**src/rtl/core/cdww_pkg.sv**
```systemverilog
// ---------------------------------------------------------------------------
// cdww_pkg
// Shared types and constants for the clamped dot window writer.
// ---------------------------------------------------------------------------
package cdww_pkg;

   // field widths
   localparam int COORD_W = 10;
   localparam int COLOR_W = 16;
   localparam int BYTE_W  = 8;
   localparam int STEP_W  = 5;   // up to 29 beats per dot
   localparam int COUNT_W = 4;   // up to 9 pixels

   // panel defaults
   localparam int PANEL_WIDTH_DEF  = 240;
   localparam int PANEL_HEIGHT_DEF = 320;

   // register map
   localparam int CSR_ADDR_W = 4;
   localparam int CSR_DATA_W = 32;
   localparam logic [1:0] REG_COL_OP = 2'd0;
   localparam logic [1:0] REG_ROW_OP = 2'd1;
   localparam logic [1:0] REG_MEM_OP = 2'd2;

   localparam logic [BYTE_W-1:0] COL_OP_RST = 8'd42;
   localparam logic [BYTE_W-1:0] ROW_OP_RST = 8'd43;
   localparam logic [BYTE_W-1:0] MEM_OP_RST = 8'd44;

   localparam logic [BYTE_W-1:0] BYTE_MASK = 8'hFF;

   // beat positions in a dot sequence
   localparam logic [STEP_W-1:0] STEP_COL_CMD = 5'd0;
   localparam logic [STEP_W-1:0] STEP_X0_HI   = 5'd1;
   localparam logic [STEP_W-1:0] STEP_X0_LO   = 5'd2;
   localparam logic [STEP_W-1:0] STEP_X1_HI   = 5'd3;
   localparam logic [STEP_W-1:0] STEP_X1_LO   = 5'd4;
   localparam logic [STEP_W-1:0] STEP_ROW_CMD = 5'd5;
   localparam logic [STEP_W-1:0] STEP_Y0_HI   = 5'd6;
   localparam logic [STEP_W-1:0] STEP_Y0_LO   = 5'd7;
   localparam logic [STEP_W-1:0] STEP_Y1_HI   = 5'd8;
   localparam logic [STEP_W-1:0] STEP_Y1_LO   = 5'd9;
   localparam logic [STEP_W-1:0] STEP_MEM_CMD = 5'd10;

   // controller -> datapath
   typedef struct packed {
      logic              capture;  // latch a new dot
      logic              load;     // load output register with beat at step
      logic              last;     // this beat ends the sequence
      logic [STEP_W-1:0] step;
   } cdww_cmd_type;

   // datapath -> controller
   typedef struct packed {
      logic [STEP_W-1:0] last_step;
   } cdww_status_type;

endpackage

```
**src/rtl/core/cdww_if.sv**
```systemverilog
// ---------------------------------------------------------------------------
// cdww_if
// Valid/ready channels for dot requests and output byte beats.
// ---------------------------------------------------------------------------
interface cdww_req_if
   import cdww_pkg::*;
   ();
   logic               valid;
   logic               ready;
   logic [COORD_W-1:0] dot_x;
   logic [COORD_W-1:0] dot_y;
   logic [COLOR_W-1:0] dot_color;

   modport source (output valid, output dot_x, output dot_y, output dot_color,
                   input ready);
   modport sink   (input valid, input dot_x, input dot_y, input dot_color,
                   output ready);
endinterface

interface cdww_rsp_if
   import cdww_pkg::*;
   ();
   logic              valid;
   logic              ready;
   logic [BYTE_W-1:0] out_byte;
   logic              is_command;
   logic              last_byte;

   modport source (output valid, output out_byte, output is_command,
                   output last_byte, input ready);
   modport sink   (input valid, input out_byte, input is_command,
                   input last_byte, output ready);
endinterface

```
**src/rtl/core/cdww_csr.sv**
```systemverilog
// ---------------------------------------------------------------------------
// cdww_csr
// APB-style register file holding the three command opcodes.
// ---------------------------------------------------------------------------
module cdww_csr
   import cdww_pkg::*;
(
   input  logic                  clock,
   input  logic                  reset,
   input  logic                  csr_psel,
   input  logic                  csr_penable,
   input  logic                  csr_pwrite,
   input  logic [CSR_ADDR_W-1:0] csr_paddr,
   input  logic [CSR_DATA_W-1:0] csr_pwdata,
   output logic [CSR_DATA_W-1:0] csr_prdata,
   output logic                  csr_pready,
   output logic [BYTE_W-1:0]     col_op,
   output logic [BYTE_W-1:0]     row_op,
   output logic [BYTE_W-1:0]     mem_op
);

   logic [BYTE_W-1:0] col_op_ff, col_op_in;
   logic [BYTE_W-1:0] row_op_ff, row_op_in;
   logic [BYTE_W-1:0] mem_op_ff, mem_op_in;
   logic              wr_en;
   logic [1:0]        reg_idx;

   assign csr_pready = 1'b1;
   assign wr_en      = csr_psel & csr_penable & csr_pwrite;
   assign reg_idx    = csr_paddr[3:2];

   always_comb begin
      col_op_in = col_op_ff;
      row_op_in = row_op_ff;
      mem_op_in = mem_op_ff;
      if (wr_en) begin
         case (reg_idx)
            REG_COL_OP: col_op_in = csr_pwdata[BYTE_W-1:0] & BYTE_MASK;
            REG_ROW_OP: row_op_in = csr_pwdata[BYTE_W-1:0] & BYTE_MASK;
            REG_MEM_OP: mem_op_in = csr_pwdata[BYTE_W-1:0] & BYTE_MASK;
            default: ;
         endcase
      end
   end

   always_ff @(posedge clock) begin
      if (reset) begin
         col_op_ff <= COL_OP_RST;
         row_op_ff <= ROW_OP_RST;
         mem_op_ff <= MEM_OP_RST;
      end else begin
         col_op_ff <= col_op_in;
         row_op_ff <= row_op_in;
         mem_op_ff <= mem_op_in;
      end
   end

   always_comb begin
      case (reg_idx)
         REG_COL_OP: csr_prdata = {{(CSR_DATA_W-BYTE_W){1'b0}}, col_op_ff};
         REG_ROW_OP: csr_prdata = {{(CSR_DATA_W-BYTE_W){1'b0}}, row_op_ff};
         REG_MEM_OP: csr_prdata = {{(CSR_DATA_W-BYTE_W){1'b0}}, mem_op_ff};
         default:    csr_prdata = '0;
      endcase
   end

   assign col_op = col_op_ff;
   assign row_op = row_op_ff;
   assign mem_op = mem_op_ff;

endmodule

```
**src/rtl/core/cdww_ctrl.sv**
```systemverilog
// ---------------------------------------------------------------------------
// cdww_ctrl
// Sequencer: takes a dot, then walks the beat counter through the sequence.
// ---------------------------------------------------------------------------
module cdww_ctrl
   import cdww_pkg::*;
(
   input  logic            clock,
   input  logic            reset,
   input  logic            req_valid,
   output logic            req_ready,
   output logic            rsp_valid,
   input  logic            rsp_ready,
   input  cdww_status_type status,
   output cdww_cmd_type    cmd
);

   typedef enum logic {
      IDLE,
      EMIT
   } state_type;

   state_type         state_ff, state_in;
   logic [STEP_W-1:0] step_ff, step_in;
   logic              rsp_valid_ff, rsp_valid_in;
   logic              out_free;
   logic              at_last;

   assign req_ready = (state_ff == IDLE);
   assign out_free  = ~rsp_valid_ff | rsp_ready;
   assign at_last   = (step_ff == status.last_step);

   assign cmd.capture = req_valid & req_ready;
   assign cmd.load    = (state_ff == EMIT) & out_free;
   assign cmd.last    = at_last;
   assign cmd.step    = step_ff;

   always_comb begin
      state_in     = state_ff;
      step_in      = step_ff;
      rsp_valid_in = rsp_valid_ff & ~rsp_ready;
      case (state_ff)
         IDLE: begin
            if (cmd.capture) begin
               state_in = EMIT;
               step_in  = STEP_COL_CMD;
            end
         end
         EMIT: begin
            if (cmd.load) begin
               rsp_valid_in = 1'b1;
               if (at_last) begin
                  state_in = IDLE;
               end else begin
                  step_in = step_ff + 1'b1;
               end
            end
         end
         default: state_in = IDLE;
      endcase
   end

   always_ff @(posedge clock) begin
      if (reset) begin
         state_ff     <= IDLE;
         step_ff      <= STEP_COL_CMD;
         rsp_valid_ff <= 1'b0;
      end else begin
         state_ff     <= state_in;
         step_ff      <= step_in;
         rsp_valid_ff <= rsp_valid_in;
      end
   end

   assign rsp_valid = rsp_valid_ff;

endmodule

```
**src/rtl/core/cdww_dp.sv**
```systemverilog
// ---------------------------------------------------------------------------
// cdww_dp
// Window clamp, dot registers and output beat register.
// ---------------------------------------------------------------------------
module cdww_dp
   import cdww_pkg::*;
#(
   parameter int PANEL_WIDTH  = PANEL_WIDTH_DEF,
   parameter int PANEL_HEIGHT = PANEL_HEIGHT_DEF
)(
   input  logic               clock,
   input  cdww_cmd_type       cmd,
   input  logic [COORD_W-1:0] dot_x,
   input  logic [COORD_W-1:0] dot_y,
   input  logic [COLOR_W-1:0] dot_color,
   input  logic [BYTE_W-1:0]  col_op,
   input  logic [BYTE_W-1:0]  row_op,
   input  logic [BYTE_W-1:0]  mem_op,
   output cdww_status_type    status,
   output logic [BYTE_W-1:0]  out_byte,
   output logic               is_command,
   output logic               last_byte
);

   localparam logic [COORD_W:0]   X_LIM = (COORD_W+1)'(PANEL_WIDTH);
   localparam logic [COORD_W:0]   Y_LIM = (COORD_W+1)'(PANEL_HEIGHT);
   localparam logic [COORD_W-1:0] X_MAX = COORD_W'(PANEL_WIDTH - 1);
   localparam logic [COORD_W-1:0] Y_MAX = COORD_W'(PANEL_HEIGHT - 1);

   logic [COORD_W-1:0] x0_ff, x1_ff, y0_ff, y1_ff;
   logic [COORD_W-1:0] x0_in, x1_in, y0_in, y1_in;
   logic [COLOR_W-1:0] color_ff;
   logic [STEP_W-1:0]  last_step_ff, last_step_in;
   logic [BYTE_W-1:0]  out_byte_ff, out_byte_in;
   logic               is_command_ff, is_command_in;
   logic               last_byte_ff;

   logic [COORD_W:0]   x_inc, y_inc;
   logic [COORD_W-1:0] x_diff, y_diff;
   logic [1:0]         w_len, h_len;
   logic [COUNT_W-1:0] pix_cnt;

   // clamp the 3x3 window; start is not clamped at the top end
   always_comb begin
      x_inc  = {1'b0, dot_x} + 1'b1;
      y_inc  = {1'b0, dot_y} + 1'b1;
      x0_in  = (dot_x == '0) ? '0 : dot_x - 1'b1;
      y0_in  = (dot_y == '0) ? '0 : dot_y - 1'b1;
      x1_in  = (x_inc >= X_LIM) ? X_MAX : x_inc[COORD_W-1:0];
      y1_in  = (y_inc >= Y_LIM) ? Y_MAX : y_inc[COORD_W-1:0];
      x_diff = x1_in - x0_in;
      y_diff = y1_in - y0_in;
      w_len  = (x0_in <= x1_in) ? x_diff[1:0] + 2'd1 : 2'd0;
      h_len  = (y0_in <= y1_in) ? y_diff[1:0] + 2'd1 : 2'd0;
      pix_cnt      = COUNT_W'(w_len) * COUNT_W'(h_len);
      last_step_in = STEP_MEM_CMD + {pix_cnt, 1'b0};
   end

   always_ff @(posedge clock) begin
      if (cmd.capture) begin
         x0_ff        <= x0_in;
         x1_ff        <= x1_in;
         y0_ff        <= y0_in;
         y1_ff        <= y1_in;
         color_ff     <= dot_color;
         last_step_ff <= last_step_in;
      end
   end

   assign status.last_step = last_step_ff;

   // beat select
   always_comb begin
      is_command_in = 1'b0;
      case (cmd.step)
         STEP_COL_CMD: begin
            out_byte_in   = col_op;
            is_command_in = 1'b1;
         end
         STEP_X0_HI:   out_byte_in = BYTE_W'(x0_ff >> BYTE_W);
         STEP_X0_LO:   out_byte_in = x0_ff[BYTE_W-1:0];
         STEP_X1_HI:   out_byte_in = BYTE_W'(x1_ff >> BYTE_W);
         STEP_X1_LO:   out_byte_in = x1_ff[BYTE_W-1:0];
         STEP_ROW_CMD: begin
            out_byte_in   = row_op;
            is_command_in = 1'b1;
         end
         STEP_Y0_HI:   out_byte_in = BYTE_W'(y0_ff >> BYTE_W);
         STEP_Y0_LO:   out_byte_in = y0_ff[BYTE_W-1:0];
         STEP_Y1_HI:   out_byte_in = BYTE_W'(y1_ff >> BYTE_W);
         STEP_Y1_LO:   out_byte_in = y1_ff[BYTE_W-1:0];
         STEP_MEM_CMD: begin
            out_byte_in   = mem_op;
            is_command_in = 1'b1;
         end
         // pixel beats: odd step carries the high colour byte
         default:      out_byte_in = cmd.step[0] ? color_ff[COLOR_W-1:BYTE_W]
                                                 : color_ff[BYTE_W-1:0];
      endcase
   end

   always_ff @(posedge clock) begin
      if (cmd.load) begin
         out_byte_ff   <= out_byte_in;
         is_command_ff <= is_command_in;
         last_byte_ff  <= cmd.last;
      end
   end

   assign out_byte   = out_byte_ff;
   assign is_command = is_command_ff;
   assign last_byte  = last_byte_ff;

endmodule

```
**src/rtl/core/clamped_dot_window_writer.sv**
```systemverilog
// ---------------------------------------------------------------------------
// clamped_dot_window_writer
// Turns one dot request into the controller byte stream for a clamped 3x3
// window: column window, row window, memory write, then pixel colour.
//
//   channel | port prefix | dir | per beat
//   --------+-------------+-----+----------------------------------------
//   request | req_        | in  | dot_x, dot_y, dot_color (one dot)
//   result  | rsp_        | out | out_byte, is_command, last_byte (1 byte)
//   config  | csr_        | in  | APB-style opcode registers at 0x0/4/8
//
// Beats: one dot yields 11 beats plus 2 per window pixel (11..29); the
//   beat counter emits at most one beat per cycle, fewer while rsp_ stalls.
// The next dot is taken once its predecessor's last beat sits in the output
//   register; that register decouples the two channels.
// Reset: synchronous, active high; clears the sequencer and output valid,
//   opcodes return to 42/43/44.
// Stalls on rsp_ hold the beat counter; nothing is dropped.
// ---------------------------------------------------------------------------
module clamped_dot_window_writer
   import cdww_pkg::*;
#(
   parameter int PANEL_WIDTH  = PANEL_WIDTH_DEF,
   parameter int PANEL_HEIGHT = PANEL_HEIGHT_DEF
)(
   input  logic                  clock,
   input  logic                  reset,
   cdww_req_if.sink              req_chan,
   cdww_rsp_if.source            rsp_chan,
   input  logic                  csr_psel,
   input  logic                  csr_penable,
   input  logic                  csr_pwrite,
   input  logic [CSR_ADDR_W-1:0] csr_paddr,
   input  logic [CSR_DATA_W-1:0] csr_pwdata,
   output logic [CSR_DATA_W-1:0] csr_prdata,
   output logic                  csr_pready
);

   cdww_cmd_type      cmd;
   cdww_status_type   status;
   logic [BYTE_W-1:0] col_op, row_op, mem_op;

   // opcode registers
   cdww_csr u_csr (
      .clock       (clock),
      .reset       (reset),
      .csr_psel    (csr_psel),
      .csr_penable (csr_penable),
      .csr_pwrite  (csr_pwrite),
      .csr_paddr   (csr_paddr),
      .csr_pwdata  (csr_pwdata),
      .csr_prdata  (csr_prdata),
      .csr_pready  (csr_pready),
      .col_op      (col_op),
      .row_op      (row_op),
      .mem_op      (mem_op)
   );

   // sequencer: owns both handshakes and the beat counter
   cdww_ctrl u_ctrl (
      .clock     (clock),
      .reset     (reset),
      .req_valid (req_chan.valid),
      .req_ready (req_chan.ready),
      .rsp_valid (rsp_chan.valid),
      .rsp_ready (rsp_chan.ready),
      .status    (status),
      .cmd       (cmd)
   );

   // window clamp and beat formatting
   cdww_dp #(
      .PANEL_WIDTH  (PANEL_WIDTH),
      .PANEL_HEIGHT (PANEL_HEIGHT)
   ) u_dp (
      .clock      (clock),
      .cmd        (cmd),
      .dot_x      (req_chan.dot_x),
      .dot_y      (req_chan.dot_y),
      .dot_color  (req_chan.dot_color),
      .col_op     (col_op),
      .row_op     (row_op),
      .mem_op     (mem_op),
      .status     (status),
      .out_byte   (rsp_chan.out_byte),
      .is_command (rsp_chan.is_command),
      .last_byte  (rsp_chan.last_byte)
   );

endmodule

```
**src/flat_wrapper.sv**
```systemverilog
// flat-port wrapper written by rule: the top's interface ports become plain ports
module clamped_dot_window_writer_flat import cdww_pkg::*;
#(
   parameter int PANEL_WIDTH  = PANEL_WIDTH_DEF,
   parameter int PANEL_HEIGHT = PANEL_HEIGHT_DEF
)
  (clock, reset, csr_psel, csr_penable, csr_pwrite, csr_paddr, csr_pwdata, csr_prdata, csr_pready, req_chan_valid, req_chan_dot_x, req_chan_dot_y, req_chan_dot_color, req_chan_ready, rsp_chan_valid, rsp_chan_out_byte, rsp_chan_is_command, rsp_chan_last_byte, rsp_chan_ready);
  cdww_req_if req_chan_i ();
  cdww_rsp_if rsp_chan_i ();
  input  logic clock;
  input  logic reset;
  input  logic csr_psel;
  input  logic csr_penable;
  input  logic csr_pwrite;
  input  logic [CSR_ADDR_W-1:0] csr_paddr;
  input  logic [CSR_DATA_W-1:0] csr_pwdata;
  output logic [CSR_DATA_W-1:0] csr_prdata;
  output logic csr_pready;
  input wire logic [$bits(req_chan_i.valid)-1:0] req_chan_valid;
  input wire logic [$bits(req_chan_i.dot_x)-1:0] req_chan_dot_x;
  input wire logic [$bits(req_chan_i.dot_y)-1:0] req_chan_dot_y;
  input wire logic [$bits(req_chan_i.dot_color)-1:0] req_chan_dot_color;
  output wire logic [$bits(req_chan_i.ready)-1:0] req_chan_ready;
  output wire logic [$bits(rsp_chan_i.valid)-1:0] rsp_chan_valid;
  output wire logic [$bits(rsp_chan_i.out_byte)-1:0] rsp_chan_out_byte;
  output wire logic [$bits(rsp_chan_i.is_command)-1:0] rsp_chan_is_command;
  output wire logic [$bits(rsp_chan_i.last_byte)-1:0] rsp_chan_last_byte;
  input wire logic [$bits(rsp_chan_i.ready)-1:0] rsp_chan_ready;
  assign req_chan_i.valid = req_chan_valid;
  assign req_chan_i.dot_x = req_chan_dot_x;
  assign req_chan_i.dot_y = req_chan_dot_y;
  assign req_chan_i.dot_color = req_chan_dot_color;
  assign req_chan_ready = req_chan_i.ready;
  assign rsp_chan_valid = rsp_chan_i.valid;
  assign rsp_chan_out_byte = rsp_chan_i.out_byte;
  assign rsp_chan_is_command = rsp_chan_i.is_command;
  assign rsp_chan_last_byte = rsp_chan_i.last_byte;
  assign rsp_chan_i.ready = rsp_chan_ready;
  clamped_dot_window_writer #(.PANEL_WIDTH(PANEL_WIDTH), .PANEL_HEIGHT(PANEL_HEIGHT)) u_core (.clock(clock), .reset(reset), .req_chan(req_chan_i), .rsp_chan(rsp_chan_i), .csr_psel(csr_psel), .csr_penable(csr_penable), .csr_pwrite(csr_pwrite), .csr_paddr(csr_paddr), .csr_pwdata(csr_pwdata), .csr_prdata(csr_prdata), .csr_pready(csr_pready));
endmodule
```
**config.mk**
```make
export PLATFORM = sky130hd
export DESIGN_NAME = clamped_dot_window_writer_flat
export DESIGN_NICKNAME = d
export VERILOG_FILES = /design/src/rtl/core/cdww_pkg.sv /design/src/rtl/core/cdww_if.sv /design/src/rtl/core/cdww_csr.sv /design/src/rtl/core/cdww_ctrl.sv /design/src/rtl/core/cdww_dp.sv /design/src/rtl/core/clamped_dot_window_writer.sv /design/src/flat_wrapper.sv
export SDC_FILE = /design/constraint.sdc
export NUM_CORES = 1
export LEC_CHECK = 0
export BUFFER_PORTS_ARGS = -buffer_cell sky130_fd_sc_hd__clkbuf_2
export CORE_UTILIZATION = 56
export CTS_CLUSTER_DIAMETER = 40
export DETAILED_ROUTE_END_ITERATION = 6
export GPL_TIMING_DRIVEN = 0
export PLACE_DENSITY = 0.8
export SLEW_MARGIN = 10
export SYNTH_ARGS = -nofsm -noshare
export SYNTH_HDL_FRONTEND = slang
export SYNTH_HIERARCHICAL = 1
export SYNTH_SLANG_ARGS = --single-unit
```
**constraint.sdc**
```tcl
create_clock -name clock -period 4.4 [get_ports clock]
set_clock_uncertainty 0.05 [all_clocks]
set_input_delay 0.22 -clock clock [delete_from_list [all_inputs] [get_ports clock]]
set_output_delay 0.22 -clock clock [all_outputs]
set_load 0.03 [all_outputs]
```
**Yosys cells after proc, flatten, opt, wreduce, memory -nomap -nowiden**

Index checks and enable logic that the tools add are counted.

- Bits in registers: 102
- Logic and storage cells: 84
- Output and inout port bits: 45
- Input bits: 79

- Add/subtract/negate cells: 10
- Multiplexer cells: 20
- Multipliers: 1
- Bitwise operators: 9
- Reductions and logical operators: 9
- Eq/ne operators: 16
- $lt $le $gt $ge: 4

Operators by type and width:

| kind | number |
|---|---|
| 8-bit one-hot mux with 11 select lines | 1 |
| 10-bit 2-to-1 mux | 4 |
| 8-bit one-hot mux with 3 select lines | 1 |
| 10-bit by 1-bit adder with 11-bit output (second input constant) | 2 |
| 5-bit by 3-bit == test with 1-bit output (second input constant) | 4 |
| 10-bit <= comparator | 2 |
| 10-bit logical NOT | 2 |
| 10-bit by 1-bit subtractor with 10-bit output (second input constant) | 2 |
| 5-bit by 4-bit == test with 1-bit output (second input constant) | 3 |
| 5-bit 2-to-1 mux | 3 |
| 11-bit by 8-bit greater-or-equal comparator with 1-bit output (second input constant) | 1 |
| 11-bit by 9-bit greater-or-equal comparator with 1-bit output (second input constant) | 1 |
| 5-bit by 2-bit == test with 1-bit output (second input constant) | 2 |
| 5-bit one-hot mux with 2 select lines | 1 |
| 8-bit 2-to-1 mux | 1 |
| 1-bit 2-to-1 mux | 6 |
| 2-bit AND reduction | 3 |
| 4-bit by 5-bit adder with 5-bit output (first input constant) | 1 |
| 5-bit by 1-bit adder with 5-bit output (second input constant) | 1 |
| 1-bit AND | 5 |
| 5-bit by 1-bit == test with 1-bit output (second input constant) | 1 |
| 5-bit == test | 1 |
| 5-bit logical NOT | 1 |
| 2-bit by 1-bit adder with 2-bit output (second input constant) | 2 |
| other kinds (13) | 18 |

**Logic depth before layout (Yosys ltp)**

Gate-level depths: netlist of the first run.

- Depth after elaboration: 8
- Mapped depth: 19
- Mapped depth without buffers: 18

**Cells and area by module**

Netlist of the first run, hierarchy kept.

Modules (own cells, without submodules):

| module | times used | sequential area each (um^2) | area each (um^2) | cells an instance |
|---|---|---|---|---|
| cdww_dp | 1 | 2102.0 | 4425.5 | 421 |
| cdww_csr | 1 | 480.5 | 1360.1 | 150 |
| cdww_ctrl | 1 | 140.1 | 485.5 | 56 |

**Worst setup path after synthesis of the first run**

Ideal clock, no wire load.

- Path kind: reg-to-reg
- From: register u_core.u_ctrl.state_ff
- To: register u_core.u_ctrl.step_ff[2]
- Path slack: 0.374 ns
- Path buffers: 0
- Data arrival time: 3.847 ns
- Cell stages (with the launch flop): 5
- Clock period less this slack: 4.026 ns
- Data required time: 4.221 ns
- Library setup time: 0.129 ns
- Path through: dfxtp_1 -> nor2b_1 -> nor2_1 -> o2111ai_1 -> nand3_1

RTL lines:

| item | line | source |
|---|---|---|
| from (decl) | cdww_ctrl.sv:23 | `state_type state_ff, state_in;` |
| from (signal assigned) | cdww_ctrl.sv:69 | `state_ff <= state_in;` |
| to (signal assigned) | cdww_ctrl.sv:70 | `step_ff <= step_in;` |
| to (decl) | cdww_ctrl.sv:24 | `logic [STEP_W-1:0] step_ff, step_in;` |

**Worst setup path after layout of the first run**

- From: input req_chan_dot_y[0]
- To: register u_core.u_dp.last_step_ff[4], in the netlist u_core/u_dp/status[4] (data pin)

- Elaborated cells on any way between the ends: 12
- Classes of those cells: add/sub: 5; mul: 1; order compare: 2; mux: 3; reduce/logical: 1

RTL lines:

| item | line | source |
|---|---|---|
| from (decl) | flat_wrapper.sv:21 | `input wire logic [$bits(req_chan_i.dot_y)-1:0] req_chan_dot_y;` |
| 10-bit by 1-bit subtractor with 10-bit output / 10-bit logical NOT (equally long branches) | cdww_dp.sv:48 | `y0_in = (dot_y == '0) ? '0 : dot_y - 1'b1;` |
| 10-bit 2-to-1 mux (*) | cdww_dp.sv:48 |  |
| via u_core.u_dp.y0_in[7] | cdww_dp.sv:31 | `logic [COORD_W-1:0] x0_in, x1_in, y0_in, y1_in;` |
| 10-bit <= comparator (*) | cdww_dp.sv:54 | `h_len = (y0_in <= y1_in) ? y_diff[1:0] + 2'd1 : 2'd0;` |
| 2-bit 2-to-1 mux (*) | cdww_dp.sv:54 |  |
| 2-bit by 2-bit multiplier with 4-bit output (*) | cdww_dp.sv:55 | `pix_cnt = COUNT_W'(w_len) * COUNT_W'(h_len);` |
| 4-bit by 5-bit adder with 5-bit output (*) | cdww_dp.sv:56 | `last_step_in = STEP_MEM_CMD + {pix_cnt, 1'b0};` |
| via u_core.u_dp.last_step_in[4] | cdww_dp.sv:33 | `logic [STEP_W-1:0] last_step_ff, last_step_in;` |
| to (signal assigned) | cdww_dp.sv:66 | `last_step_ff <= last_step_in;` |
| to (decl) | cdww_dp.sv:33 |  |

The timed path passes the listed nets; every way through them passes the cells marked *.
A chain may end at the register's enable or synchronous reset.

==> flow_summary.json, run 1 <==
{
  "outcome": "finished, final reports clean",
  "pwr-share-seq": 0.527,
  "synth_ff_type": "edfxtp_1",
  "synthTopCellsByCount": "70 x edfxtp_1, 56 x nor2_1, 50 x mux2i_1",
  "cts_buffer_depth": 2,
  "syn2layout_area_growth_pct": 15.82,
  "hold_viol_final": 0,
  "yosysSeqAreaShare": 0.4342,
  "cts_made_buffers": 9,
  "critPathMaxStageDelay_ns": 0.48,
  "row_count": 38,
  "antenna_found_initial": 0,
  "crit_buf_inv": 3,
  "cts_setup_buffers": 0,
  "critical_path_depth": 17,
  "diodes": 0,
  "yosys_warnings": 6,
  "max_cap_viol_count": 0,
  "fillers": 837,
  "gr-usage-all-layers": 0.2518,
  "internal_power_mw": 1.491,
  "cts.clk_slew.worst_paths_ns": 0.09,
  "cp_common_cell": "ha_1",
  "dp_hpwl_mm": 11.03,
  "slew_violations": 0,
  "num_vias": 5037,
  "crit_fanout": 9,
  "io_pins": 124,
  "reg2reg_depth": 6,
  "fin_crit_ns": 4.090,
  "multi_input_area_um2": 3212,
  "start_util": 0.5760,
  "finalWirelength_mm": 14.42,
  "slew-limit-headroom": 0.1640,
  "insertion_delay_ns": 0.37,
  "required_ns": 4.47,
  "pwr-share-clk": 0.274,
  "synth_area_um2": 6271,
  "gp_congestion": 0.9176,
  "p_sw_mw": 0.5783,
  "clock_sinks": 101,
  "max-vdd-ir-drop_uv": 251.1,
  "syn_inst": 627,
  "worstHoldPathCells": 3,
  "ys_ff_latch": 101,
  "dieHeight_um": 107.8,
  "hold_slack_ns": 0.07386,
  "regArea_um2": 2723,
  "synth.most_common_cell": "edfxtp_1",
  "cts-root-buf": "clkbuf_8",
  "antenna_left": 0,
  "port_buffers": 63,
  "finalSetupTns_ns": 0,
  "min_path_type": "input pin to register",
  "ctsHtreeMaxLevel": 3,
  "grt_pass1_vias": 4624,
  "yosysUniqueCellTypes": 73,
  "critPathTopFamily": "simple AND/OR/NAND/NOR gates",
  "crit_path_top_delay_cell": "or4b_4",
  "synth_top_cell_area_share": 0.3352,
  "synth_edf_count": 70,
  "viasPerCell": 5.653,
  "crit_path_cell_trace": "clkbuf_2 -> inv_1 -> ha_1 -> or4b_4 -> buf_6 -> nor3_4 -> nor2_1 -> ha_1 -> a211oi_1 -> nor2_1 -> o41ai_2 -> and3_1 -> nor2b_1 -> ha_1 -> o2111a_1 -> a41oi_2 -> xnor2_1",
  "period_share": 0.9294,
  "syn_avg_cell_area_um2": 10.00,
  "routedWlPerCell_um": 16.18,
  "swShare": 0.2795,
  "overflow": 0,
  "total_leakage_power_nw": 3.011,
  "grt_pass1_wl_mm": 22.30,
  "worst_pin_slew_ns": 1.243,
  "start_kind": "input pin",
  "core_area_um2": 10890,
  "drtPass1Iterations": 6,
  "drt_iter0_drc": 444,
  "tritoncts": "built",
  "power_per_cell_area_nw_per_um2": 284.8,
  "p_comb_frac": 0.199,
  "die_w_um": 107.8,
  "path_class": "input pin to register",
  "drc_errors": 0,
  "nNetsFinal": 854,
  "async_flop_share": 0,
  "die_area_um2": 11630,
  "drive_above_1_share": 0.1957,
  "worst_setup_path_end_kind": "register",
  "cp.arrival_ns": 4.16,
  "max_freq_mhz": 244.5,
  "yosysTopAreaCell": "edfxtp_1",
  "ys_top_cells_by_area": "edfxtp_1 34%, dfxtp_1 9.9%, mux2i_1 8.0%, ha_1 5.4%, buf_4 3.4%",
  "grt_max_degree": 36,
  "setup_viol": 0
}
per-layer routing:
| layer | up-vias | global-route usage | routed length, um |
|---|---|---|---|
| li1 | 2440 | - | - |
| met4 | 0 | 0.1106 | 374 |
| met5 | - | 0 | 0 |
| met3 | 33 | 0.03027 | 808 |
| met2 | 207 | 0.4272 | 7023 |
| met1 | 2357 | 0.3222 | 6210 |
power by group through the flow:
stage | registers (mW) | logic, mW | clock network, mW
2_1_floorplan | 1.12 | 0.273 | 0
3_3_place_gp | 1.11 | 0.375 | 0
3_5_place_dp | 1.11 | 0.392 | 0
4_1_cts | 1.09 | 0.406 | 0.580
5_1_grt | 1.09 | 0.447 | 0.616
6_report | 1.09 | 0.411 | 0.567
worst reg2reg max path, delay by kind of cell, from the launching register on:
family | cells | cell delay (ns)
compound gates | 3 | 0.66
buf+inv | 1 | 0.29
flops | 1 | 0.38
simple gates | 2 | 1.23
registers in the layout (all words and copies together) (netlist names):
| register | cells |
|---|---|
| u_core/u_csr/col_op | 8 |
| u_core/u_csr/mem_op | 8 |
| u_core/u_csr/row_op | 8 |
| u_core/u_ctrl/rsp_valid | 1 |
| u_core/u_ctrl/state_ff | 1 |
| u_core/u_ctrl/step_ff | 5 |
| u_core/u_dp/color_ff | 16 |
| u_core/u_dp/is_command | 1 |
| u_core/u_dp/last_byte | 1 |
| u_core/u_dp/out_byte | 8 |
| u_core/u_dp/status | 4 |
| u_core/u_dp/x0_ff | 10 |
| u_core/u_dp/x1_ff | 10 |
| u_core/u_dp/y0_ff | 10 |
| u_core/u_dp/y1_ff | 10 |
per-stage QoR:
stage	worst slack (ns)	instance area (um2)	utilization	std cells	total power [mW]
after detailed placement	-0.3730	6894	0.6332	859	1.505
after global routing	-0.01279	7263	0.6671	891	2.157
after global placement	-0.6169	6867	0.6307	858	1.489
final	0.3104	7263	0.6671	891	2.069
after CTS	0.02105	7243	0.6652	891	2.076
after floorplan	0.3744	6376	-	655	1.393
cells in the final DEF, fill, tap and decap left out, types with 16 or more instances in the layout:
cell,instances
buf_4,28
clkbuf_1,24
clkbuf_2,64
conb_1,32
dfxtp_1,31
dlygate4sd3_1,16
edfxtp_1,70
ha_1,27
inv_1,28
mux2i_1,50
nand2_1,43
nand2b_1,31
nand3_1,20
nor2_1,56
o21ai_0,23
xnor2_1,16
path summary, 6_finish.rpt:
path                                          startpoint                       to  slack [ns]
worst max register to register  u_core/u_ctrl/step_ff[0]  u_core/u_dp/out_byte[7]        1.66
worst min-delay path                       csr_pwdata[1]   u_core/u_csr/mem_op[1]        0.07
worst max-delay path                   req_chan_dot_y[0]    u_core/u_dp/status[4]        0.31
worst min register to register    u_core/u_csr/row_op[4]   u_core/u_csr/row_op[4]        0.46
cell families (layout without fill, tap and decap cells):
logic type,Yosys count,in the layout,share of synthesized area
xor gates and xnor gates,26,26,0.03631
and+or+nand+nor,228,228,0.1917
AOI/OAI and AO/OA,98,98,0.1171
buffers and inverters,89,185,0.07462
DFF,101,101,0.4342
muxes,52,52,0.08340
other,4,32,0.002394
adders and majority gates,29,29,0.06026
final cells by class:
type                    count  area share
flip-flops and latches    101      0.3748
repair buffers             80     0.06822
clock buffers              10     0.01757
plain buffers              61     0.05013
inverters                  28     0.01447
well taps                 140     0.02412
multi-input cells         465      0.4422
clock inverters             6    0.008441
timing repair:
item	in CTS	in global routing
hold endpoints to repair	16	0
endpoints found under the setup margin	0	3
hold buffers	16	0
gates resized for setup	0	5
No activity file was read; power rests on OpenSTA's default activity.
==> inputs of run 2 (changes only) <==
- CORE_UTILIZATION: 56 -> 25
- PLACE_DENSITY: 0.8 -> 0.41
==> flow_summary.json, run 2 (synthesis results as in run 1) <==
{
  "cp.arrival_ns": 4.18,
  "gp_congestion": 0.8544,
  "diodes": 0,
  "largest_register_ffs": 16,
  "drc_errors": 0,
  "nNetsFinal": 856,
  "port_buffers": 63,
  "clock_sinks": 101,
  "grt_max_degree": 30,
  "core_area_um2": 24460,
  "max_freq_mhz": 242.3,
  "r2r_end": "u_core/u_dp/out_byte[4]",
  "syn2layout_area_growth_pct": 22.23,
  "die_area_um2": 25720,
  "antenna_left": 0,
  "die_w_um": 160.4,
  "start_util": 0.2564,
  "total_leakage_power_nw": 3.087,
  "worst_pin_slew_ns": 1.066,
  "hold_viol_final": 0,
  "critPathMaxStageDelay_ns": 0.40,
  "power_per_cell_area_nw_per_um2": 304.0,
  "viasPerCell": 4.596,
  "io_pins": 124,
  "worstHoldPathCells": 1,
  "ctsHtreeMaxLevel": 3,
  "antenna_found_initial": 0,
  "num_vias": 4950,
  "crit_path_top_delay_cell": "fa_1",
  "layout_common_cells": "70 x edfxtp_1, 64 x clkbuf_2, 56 x nor2_1",
  "r2r-start": "u_core/u_ctrl/step_ff[0]",
  "overflow": 0,
  "rsz0062_at_grt": "false",
  "top_register": "u_core/u_dp/color_ff",
  "tritoncts": "built",
  "cts_buffer_depth": 2,
  "drt_iter0_drc": 222,
  "worst_setup_path_end_kind": "register",
  "max-vdd-ir-drop_uv": 168.7,
  "crit_fanout": 9,
  "insertion_delay_ns": 0.35,
  "setup_viol": 0,
  "outcome": "finished, final reports clean",
  "cts_made_buffers": 9,
  "hold_end": "u_core/u_dp/color_ff[5]",
  "slew-limit-headroom": 0.2876,
  "cts.clk_slew.worst_paths_ns": 0.07,
  "r2r_slack_ns": 1.51,
  "grt_pass1_wl_mm": 27.41,
  "hold_start": "req_chan_dot_color[5]",
  "cts-root-buf": "clkbuf_16",
  "drtPass1Iterations": 5,
  "finalWirelength_mm": 17.61,
  "crit_path_cell_trace": "clkbuf_2 -> ha_1 -> nand3_1 -> nor3_2 -> nand3_1 -> o21ai_0 -> nand2b_2 -> or2_2 -> fa_1 -> nand2b_1 -> a21oi_1 -> o21ai_0 -> a21o_1 -> and3_1 -> nor2b_1 -> ha_1 -> o2111a_1 -> a41oi_2 -> xnor2_1",
  "row_count": 57,
  "dieHeight_um": 160.4,
  "required_ns": 4.45,
  "period_share": 0.9378,
  "max_cap_viol_count": 0,
  "dp_hpwl_mm": 13.89,
  "final_common_cell": "edfxtp_1",
  "fin_crit_ns": 4.126,
  "min_path_type": "input pin to register",
  "drive_above_1_share": 0.2112,
  "fillers": 2520,
  "path_class": "input pin to register",
  "hold_slack_ns": 0.005689,
  "slew_violations": 0,
  "p_total_mw": 2.330,
  "grt_pass1_vias": 4921,
  "routedWlPerCell_um": 16.35,
  "reg2reg_depth": 6,
  "gr-usage-all-layers": 0.1380,
  "start_kind": "input pin"
}
## run 2: worst max-delay path, delay by kind of cell
kind / cells / cell delay (ns)
and+or+nand+nor: 8 / 1.57
AOI/OAI and AO/OA: 6 / 1.03
adders and majority gates: 3 / 0.99
xor gates and xnor gates: 1 / 0.19
buffers and inverters: 1 / 0.17
## run 2: stage by stage
stage	cell area [um2]	TNS [ns]	worst slack, ns	instances	utilization
CTS	7614	0	0.03201	1075	0.3112
floorplan	6376	0	0.3744	655	-
global placement	7097	-43.55	-1.090	1042	0.2901
detailed placement	7158	-1.109	-0.4610	1044	0.2926
finish	7665	0	0.2736	1077	0.3133
global route	7665	0	0.0007825	1077	0.3133
## run 2: repair_timing
item,CTS,global route
hold endpoints to repair,15,0
pin swaps,0,1
endpoints found under the setup margin,1,3
setup buffers,0,3
cloned,0,0
hold buffers,15,0
resized for setup,1,8
## run 2: area by class of cell
cell class,instances,area [um2],area share
buffer,60,360.3,0.04701
clock buffer,9,225.2,0.02938
clock inverter,7,75.07,0.009794
inverter,28,105.1,0.01371
multi-input combinational,465,3236,0.4221
sequential,101,2723,0.3552
tap,324,405.4,0.05289
timing repair buffer,83,535.5,0.06987
## run 2: worst max path at each step
| stage | startpoint | to | depth (start not counted) |
|---|---|---|---|
| CTS | req_chan_dot_x[2] | u_core/u_dp/status[4] | 20 |
| global placement | u_core/u_ctrl/state_ff | u_core/u_ctrl/step_ff[2] | 4 |
| detailed placement | req_chan_dot_x[0] | u_core/u_dp/status[4] | 18 |
| finish | req_chan_dot_x[0] | u_core/u_dp/status[4] | 19 |
| floorplan | u_core/u_ctrl/state_ff | u_core/u_ctrl/step_ff[2] | 4 |
| global route | req_chan_dot_x[0] | u_core/u_dp/status[4] | 18 |
## run 2: routing by layer
layer  track usage  up-vias  wire (um)
met4       0.03939        0        237
met3       0.02531       16        669
met5             0        -          0
li1              -     2451          -
met1        0.1879     2367       8691
met2        0.2222      116       8012
## run 2: where the power goes
group	internal, mW	switching, mW
Combinational	0.162	0.266
Sequential	1.07	0.0211
Clock	0.443	0.367
Total	1.68	0.654
==> inputs of run 3 (changes only) <==
- HOLD_SLACK_MARGIN: default -> 0.08
- SETUP_SLACK_MARGIN: default -> 0.3
- SLEW_MARGIN: 10 -> 20
==> flow_summary.json, run 3 (synthesis results as in run 1) <==
{
  "fin_crit_ns": 3.942,
  "io_pins": 124,
  "required_ns": 4.45,
  "startpoint": "req_chan_dot_y[0]",
  "insertion_delay_ns": 0.35,
  "tritoncts": "built",
  "rsz0062_at_grt": "false",
  "ctsHtreeMaxLevel": 3,
  "routedWlPerCell_um": 16.33,
  "outcome": "finished, final reports clean",
  "min_path_type": "input pin to register",
  "drtPass1Iterations": 7,
  "met1_usage": 0.1887,
  "crit_path_top_delay_cell": "or4b_4",
  "final-instance-count-excl-fill": 1088,
  "finalWirelength_mm": 17.76,
  "worst_pin_slew_ns": 0.8956,
  "drc_errors": 0,
  "fillers": 2527,
  "grt_use_met2": 0.2271,
  "finalSetupTns_ns": 0,
  "top_register": "u_core/u_dp/color_ff",
  "die_area_um2": 25720,
  "layout_common_cells": "70 x edfxtp_1, 65 x clkbuf_2, 56 x nor2_1",
  "worst_setup_path_end_kind": "register",
  "gp_congestion": 0.8544,
  "dpl_cell_area_um2": 7158,
  "crit_path_cell_trace": "buf_2 -> inv_4 -> ha_2 -> or4b_4 -> buf_6 -> or3_2 -> a21oi_4 -> ha_1 -> nand4_1 -> nor3_1 -> o41ai_2 -> and3_4 -> nor2b_1 -> ha_1 -> o2111a_1 -> a41oi_2 -> xnor2_1",
  "dp_hpwl_mm": 13.87,
  "hold_viol_final": 0,
  "row_count": 57,
  "start_util": 0.2564,
  "crit_fanout": 8,
  "num_vias": 5012,
  "grt_pass1_wl_mm": 27.81,
  "period_share": 0.8959,
  "use_met3": 0.02815,
  "critPathMaxStageDelay_ns": 0.46,
  "port_buffers": 63,
  "fin_util": 0.3238,
  "nNetsFinal": 867,
  "drt_iter0_drc": 249,
  "pre_cts_ws_ns": -0.4647,
  "cp.arrival_ns": 3.99,
  "diodes": 0,
  "r2r-start": "u_core/u_ctrl/step_ff[0]",
  "antenna_found_initial": 0,
  "cts-root-buf": "clkbuf_16",
  "path_class": "input pin to register",
  "core_area_um2": 24460,
  "cp_common_cell": "ha_1",
  "largest_register_ffs": 16,
  "p_total_mw": 2.498,
  "hold_slack_ns": 0.1157,
  "final_common_cell": "edfxtp_1",
  "max-vdd-ir-drop_uv": 203.1,
  "cts_buffer_depth": 2,
  "final_area_um2": 7921,
  "regArea_um2": 2723,
  "setup_ws_ns": 0.4579,
  "antenna_left": 0,
  "cts_made_buffers": 9,
  "setup_viol": 0,
  "grt_most_used_layer": "met2",
  "clock_sinks": 101,
  "die_w_um": 160.4,
  "dieHeight_um": 160.4,
  "total_leakage_power_nw": 3.219,
  "power_per_cell_area_nw_per_um2": 315.4,
  "dp_cells": 1044,
  "multi_input_area_um2": 3332,
  "viasPerCell": 4.607,
  "slew_violations": 0,
  "max_freq_mhz": 253.7,
  "max_cap_viol_count": 0,
  "cts.clk_slew.worst_paths_ns": 0.07,
  "grt_pass1_vias": 5016,
  "overflow": 0,
  "start_kind": "input pin",
  "grt_max_degree": 26,
  "syn2layout_area_growth_pct": 26.32,
  "slew-limit-headroom": 0.3980,
  "gr-usage-all-layers": 0.1401,
  "worstHoldPathCells": 3,
  "drive_above_1_share": 0.2408,
  "hold_start": "csr_pwdata[0]",
  "reg2reg_depth": 6
}
==> run 3: cell types whose count changed in the layout (fill, tap and decap cells not counted), moves of 3 or more <==
| cell | change |
|---|---|
| clkbuf_1 | -4 |
| buf_4 | +8 |
| o21ai_0 | -3 |
| bufinv_16 | +3 |
==> run 3: what timing repair did <==
action / 4_1_cts / 5_1_grt
endpoints found under the hold margin: 17 / 0
setup endpoints to repair: 3 / 3
setup buffers: 4 / 7
hold buffers: 17 / 0
gates resized for setup: 10 / 35
pin swaps: 2 / 6
==> run 3: final timing paths <==
kind                                   to  slack (ns)
hold reg to reg    u_core/u_csr/col_op[6]        0.45
setup reg to reg  u_core/u_dp/out_byte[4]        1.45
hold / removal     u_core/u_csr/col_op[0]        0.12
setup / recovery    u_core/u_dp/status[4]        0.46
==> run 3: power breakdown <==
| group | switching (mW) | internal [mW] |
|---|---|---|
| sequential | 0.0208 | 1.07 |
| clock | 0.350 | 0.611 |
| combinational | 0.273 | 0.172 |
==> run 3: per-layer routing <==
metal / part of all wire / vias up
met1: 0.49 / 2396
met4: 0.012 / 0
met2: 0.46 / 139
met5: 0 / -
li1: - / 2464
met3: 0.041 / 13
==> run 3: critical path: cells and delay by family <==
kind	cells	cell delay (ns)
buf+inv	3	0.42
fa+ha+maj	3	0.73
compound gates	4	0.98
simple gates	6	1.52
xor+xnor	1	0.10
==> run 3: area by class of cell <==
class,instances,area share
flip-flops and latches,101,0.3437
well taps,324,0.05118
clock inverters,7,0.01737
multi-input cells,465,0.4206
plain buffers,61,0.04707
inverters,28,0.01358
repair buffers,93,0.07803
clock buffers,9,0.02843
